<file path="src/design/aimd_pkg.sv">
// ----------------------------------------------------------------------------
// aimd_pkg
// Shared constants and types for the AIMD congestion window block.
// ----------------------------------------------------------------------------
package aimd_pkg;

    // Outstanding ring; depth must be a power of two
    localparam int RING_DEPTH = 1024;
    localparam int AW         = $clog2(RING_DEPTH);
    localparam int CW         = AW + 1;

    // Divider operand widths: (gain << 16) / window
    localparam int DIV_NW = 36;
    localparam int DIV_DW = 32;
    localparam int DIV_CW = $clog2(DIV_NW + 1);

    // Configuration register indexes
    localparam logic [7:0] REG_TIMEOUT  = 8'd0;
    localparam logic [7:0] REG_DECREASE = 8'd1;
    localparam logic [7:0] REG_GAIN     = 8'd2;
    localparam logic [7:0] REG_MIN_WIN  = 8'd3;

    // Opcodes
    localparam logic OP_SEND = 1'b0;
    localparam logic OP_ACK  = 1'b1;

    // Reset values
    localparam logic [15:0] RST_TIMEOUT  = 16'd1000;
    localparam logic [15:0] RST_DECREASE = 16'd45875;
    localparam logic [19:0] RST_GAIN     = 20'd78643;
    localparam logic [15:0] RST_MIN_WIN  = 16'd2;
    localparam logic [31:0] RST_WINDOW   = 32'd655360;

    // One ring entry
    typedef struct packed {
        logic        acked;
        logic [31:0] send_time;
        logic [31:0] seq;
    } t_entry;

endpackage

</file>
<file path="src/design/aimd_div.sv">
// ----------------------------------------------------------------------------
// aimd_div
// Restoring divider, one quotient bit per cycle.
// ----------------------------------------------------------------------------
module aimd_div (
    input  logic                          i_clk,
    input  logic                          i_rst_n,
    input  logic                          i_start,
    input  logic [aimd_pkg::DIV_NW-1:0]   i_dividend,
    input  logic [aimd_pkg::DIV_DW-1:0]   i_divisor,
    output logic                          o_busy,
    output logic                          o_done,
    output logic [aimd_pkg::DIV_NW-1:0]   o_quot
);
    import aimd_pkg::*;

    logic [DIV_CW-1:0] r_cnt;
    logic              r_busy;
    logic              r_done;
    logic [DIV_DW-1:0] r_rem;
    logic [DIV_NW-1:0] r_quo;
    logic [DIV_DW-1:0] r_div;
    logic [DIV_DW:0]   w_sh;
    logic              w_ge;

    // shift in the next dividend bit and trial-subtract
    assign w_sh = {r_rem, r_quo[DIV_NW-1]};
    assign w_ge = (w_sh >= {1'b0, r_div});

    always_ff @(posedge i_clk) begin
        if (!i_rst_n) begin
            r_busy <= 1'b0;
            r_done <= 1'b0;
            r_cnt  <= '0;
        end else begin
            r_done <= 1'b0;
            if (i_start) begin
                r_busy <= 1'b1;
                r_cnt  <= DIV_CW'(DIV_NW);
            end else if (r_busy) begin
                r_cnt <= r_cnt - 1'b1;
                if (r_cnt == DIV_CW'(1)) begin
                    r_busy <= 1'b0;
                    r_done <= 1'b1;
                end
            end
        end
    end

    // datapath
    always_ff @(posedge i_clk) begin
        if (i_start) begin
            r_rem <= '0;
            r_quo <= i_dividend;
            r_div <= i_divisor;
        end else if (r_busy) begin
            r_rem <= w_ge ? DIV_DW'(w_sh - {1'b0, r_div}) : w_sh[DIV_DW-1:0];
            r_quo <= {r_quo[DIV_NW-2:0], w_ge};
        end
    end

    assign o_busy = r_busy;
    assign o_done = r_done;
    assign o_quot = r_quo;

endmodule

</file>
<file path="config.mk">
export PLATFORM = sky130hd
export DESIGN_NAME = aimd_div
export DESIGN_NICKNAME = d
export VERILOG_FILES = /design/src/design/aimd_pkg.sv /design/src/design/aimd_div.sv
export SDC_FILE = /design/constraint.sdc
export NUM_CORES = 1
export LEC_CHECK = 0
export CAP_MARGIN = 20
export CORE_ASPECT_RATIO = 0.6
export CORE_UTILIZATION = 28
export CTS_BUF_LIST = sky130_fd_sc_hd__clkbuf_2
export CTS_CLUSTER_DIAMETER = 150
export DETAILED_ROUTE_END_ITERATION = 12
export DONT_BUFFER_PORTS = 1
export PLACE_DENSITY_LB_ADDON = 0.1
export SLEW_MARGIN = 10
export SYNTH_ARGS = -nofsm -noshare
export SYNTH_HDL_FRONTEND = slang
export SYNTH_SLANG_ARGS = --single-unit
</file>
<file path="constraint.sdc">
create_clock -name i_clk -period 4.2 [get_ports i_clk]
set_input_delay 0.84 -clock i_clk [delete_from_list [all_inputs] [get_ports i_clk]]
set_output_delay 0.84 -clock i_clk [all_outputs]
set_load 0.03 [all_outputs]
</file>
==> results_dict.tcl <==
set metrics [dict create \
    status "finished with violations" \
    violations "DRC" \
    crit_chain "inv_1 -> ha_1 -> nand2b_1 -> a21oi_1 -> o21ai_1 -> nand4_1 -> nand3_2 -> o21a_1 -> buf_4 -> a21oi_1 -> a211oi_1" \
    layoutNonFillerInstCount 881 \
    fp.dieH_um 116 \
    min-delay-start "i_start" \
    drive_gt1_frac 0.121 \
    worstPathArrival_ps 3910 \
    crit_path_max_incr_delay_ps 670 \
    tns_ps 0 \
    setup_viol 0 \
    skew_ps 56.7 \
    clock_path_buffers 2 \
    dp_hpwl_um 11400 \
    start_kind "flip-flop" \
    cts.sinks 108 \
    yosysTopAreaCell "edfxtp_1" \
    postRouteAntennaNets 0 \
    drc_errors 6 \
    synth_edf_count 68 \
    fin_crit_ps 3350 \
    first_pass_iters 9 \
    die_area_sq_um 22500 \
    gp_congestion 0.784 \
    synth_most_common_cell "edfxtp_1" \
    final_cell_area_sq_um 6530 \
    core_area_sq_um 21200 \
    r2r_cells 11 \
    synth_area_sq_um 6110 \
    min_period_over_period 0.798 \
    grt_antenna_before_repair 0 \
    synth_top_cell_area_share 0.334 \
    htree_levels 3 \
    met1_usage 0.231 \
    synth_ff_type "edfxtp_1" \
    hold_path.class "in -> reg" \
    gr-usage-met3 0.0403 \
    power.leakage_nw 2.40 \
    dpl_cell_area_sq_um 6390 \
    ctsResizeCount 0 \
    cp_num_buf_inv 2 \
    root_buffer "clkbuf_2" \
    ys_seq_elements 108 \
    cpMostUsedCell "a21oi_1" \
    synthDistinctLibCells 63 \
    worstPathRequired_ps 4760 \
    drt_wl_total_um 15700 \
    hold_buffers 0 \
    io_pins 109 \
    timing.fmax_mhz 298 \
    crit_family "compound AO/OA/AOI/OAI gates" \
    grt_max_degree 102 \
    worst-path-stages 11 \
    routedWlPerCell_um 17.8 \
    r2r_end "r_rem[24]" \
    clkTransAtPathRegs_ps 320 \
    cts_setup_buffers 0 \
    syn_area_per_cell_sq_um 10.1 \
    dp.cells 865 \
    fin_hold_ws_ps 196 \
    vias 4443 \
    top_usage_layer "met1" \
    crit_path_end_kind "flip-flop" \
    crit_path_start "o_quot[35]" \
    vias_per_cell 5.04 \
    p_per_area_nw_per_um2 384 \
    slew_headroom 0.440 \
    r2r_slack_ps 850 \
    port_buffers 0 \
    maxCapViolations 0 \
    rr_startpoint "o_quot[35]" \
    tightest_slew_ps 837 \
    drt_iter0_markers 312 \
    cp_max_fo 19 \
    grt_pass1_vias 4245 \
    synth_nets 714 \
    start_util 0.289 \
    power_mw 2.51 \
    die_x_um 193 \
    rsz0062_at_grt "no" \
    clock_latency_ps 680 \
    yosys-top-cells-area "edfxtp_1 (33%), dfxtp_1 (13%), ha_1 (7.0%)" \
    grt_pass1_wl_um 24100 \
    cts_buffers 9 \
    areaGrowthSynthToFinish_pct 6.71 \
    syn_inst 608 \
    ys_seq_area_frac 0.465 \
    peakVddDrop_mv 0.175 \
    cpMaxStageDelayCell "o21a_1" \
    yosys_warnings 0 \
    antenna_cells 0 \
    async_flop_share 0 \
    grt_overflow 0 \
    drv_slew 0 \
    rows 41 \
    grt_use_total 0.143 \
    cts_tree "built" \
    crit_path_end "r_rem[24]" \
    synth_common_cells "edfxtp_1 (68), nand2_1 (66), nor2_1 (51)" \
    use_met2 0.178 \
    nets 703 \
    crit_type "reg -> reg" \
    hold_violations 0 \
]
## routing by layer
metal / vias to the layer above / share of wire
met5: - / 0
met4: 0 / 0.0096
met3: 11 / 0.043
met2: 90 / 0.37
met1: 2142 / 0.57
li1: 2200 / -
## cell usage in the layout (no fill, tap or decap), drive strengths merged, types with 19 or more instances in the layout
cell    instances
mux2           37
a21oi          48
o21ai          19
xnor2          22
nand2          66
nor2           51
ha             34
dfxtp          40
inv            45
edfxtp         68
## final cells by class
class,count,area (sq um)
fillers,2197,14700
multi-input cells,429,2980
flip-flops and latches,108,2840
well taps,279,349
inverters,44,165
clock inverters,4,73.8
clock buffers,12,60.1
repair buffers,5,50.0
## per-stage QoR
stage / util / setup slack [ps]
2_1_floorplan: - / 1400
3_3_place_gp: 0.302 / 983
3_5_place_dp: 0.302 / 942
4_1_cts: 0.308 / 832
5_1_grt: 0.308 / 559
6_report: 0.308 / 846
## sequential cells by signal, summed over array words and instances (netlist names)
| name | flops |
|---|---|
| o_done | 1 |
| o_quot | 36 |
| o_busy | 1 |
| r_cnt | 6 |
| r_rem | 32 |
| r_div | 32 |
## power by group
group / total (mW) / internal [mW] / leakage (nW) / switching [mW]
Sequential: 1.37 / 1.24 / 1.00 / 0.137
Combinational: 0.569 / 0.229 / 1.32 / 0.340
Clock: 0.563 / 0.204 / 0.0827 / 0.359
## cell families (layout without fill, tap and decap cells)
| logic type | count (synthesis) | count (layout) | synth area share |
|---|---|---|---|
| AOI/OAI and AO/OA | 145 | 145 | 0.166 |
| xor gates and xnor gates | 30 | 30 | 0.0430 |
| adders and majority gates | 35 | 35 | 0.0728 |
| buffers and inverters | 71 | 65 | 0.0473 |
| DFF | 108 | 108 | 0.465 |
| muxes | 37 | 37 | 0.0681 |
| and+or+nand+nor | 182 | 182 | 0.138 |
## worst min-delay path by stage
| stage | slack, ps | cells after the start | endpoint |
|---|---|---|---|
| floorplan | 440 | 2 | r_rem[31] |
| detailed placement | 460 | 2 | r_rem[31] |
| finish | 200 | 1 | r_rem[13] |
| global placement | 450 | 2 | r_rem[31] |
| global route | 70 | 1 | r_rem[13] |
| CTS | 90 | 1 | r_rem[13] |
(Power assumes the default switching activity.)
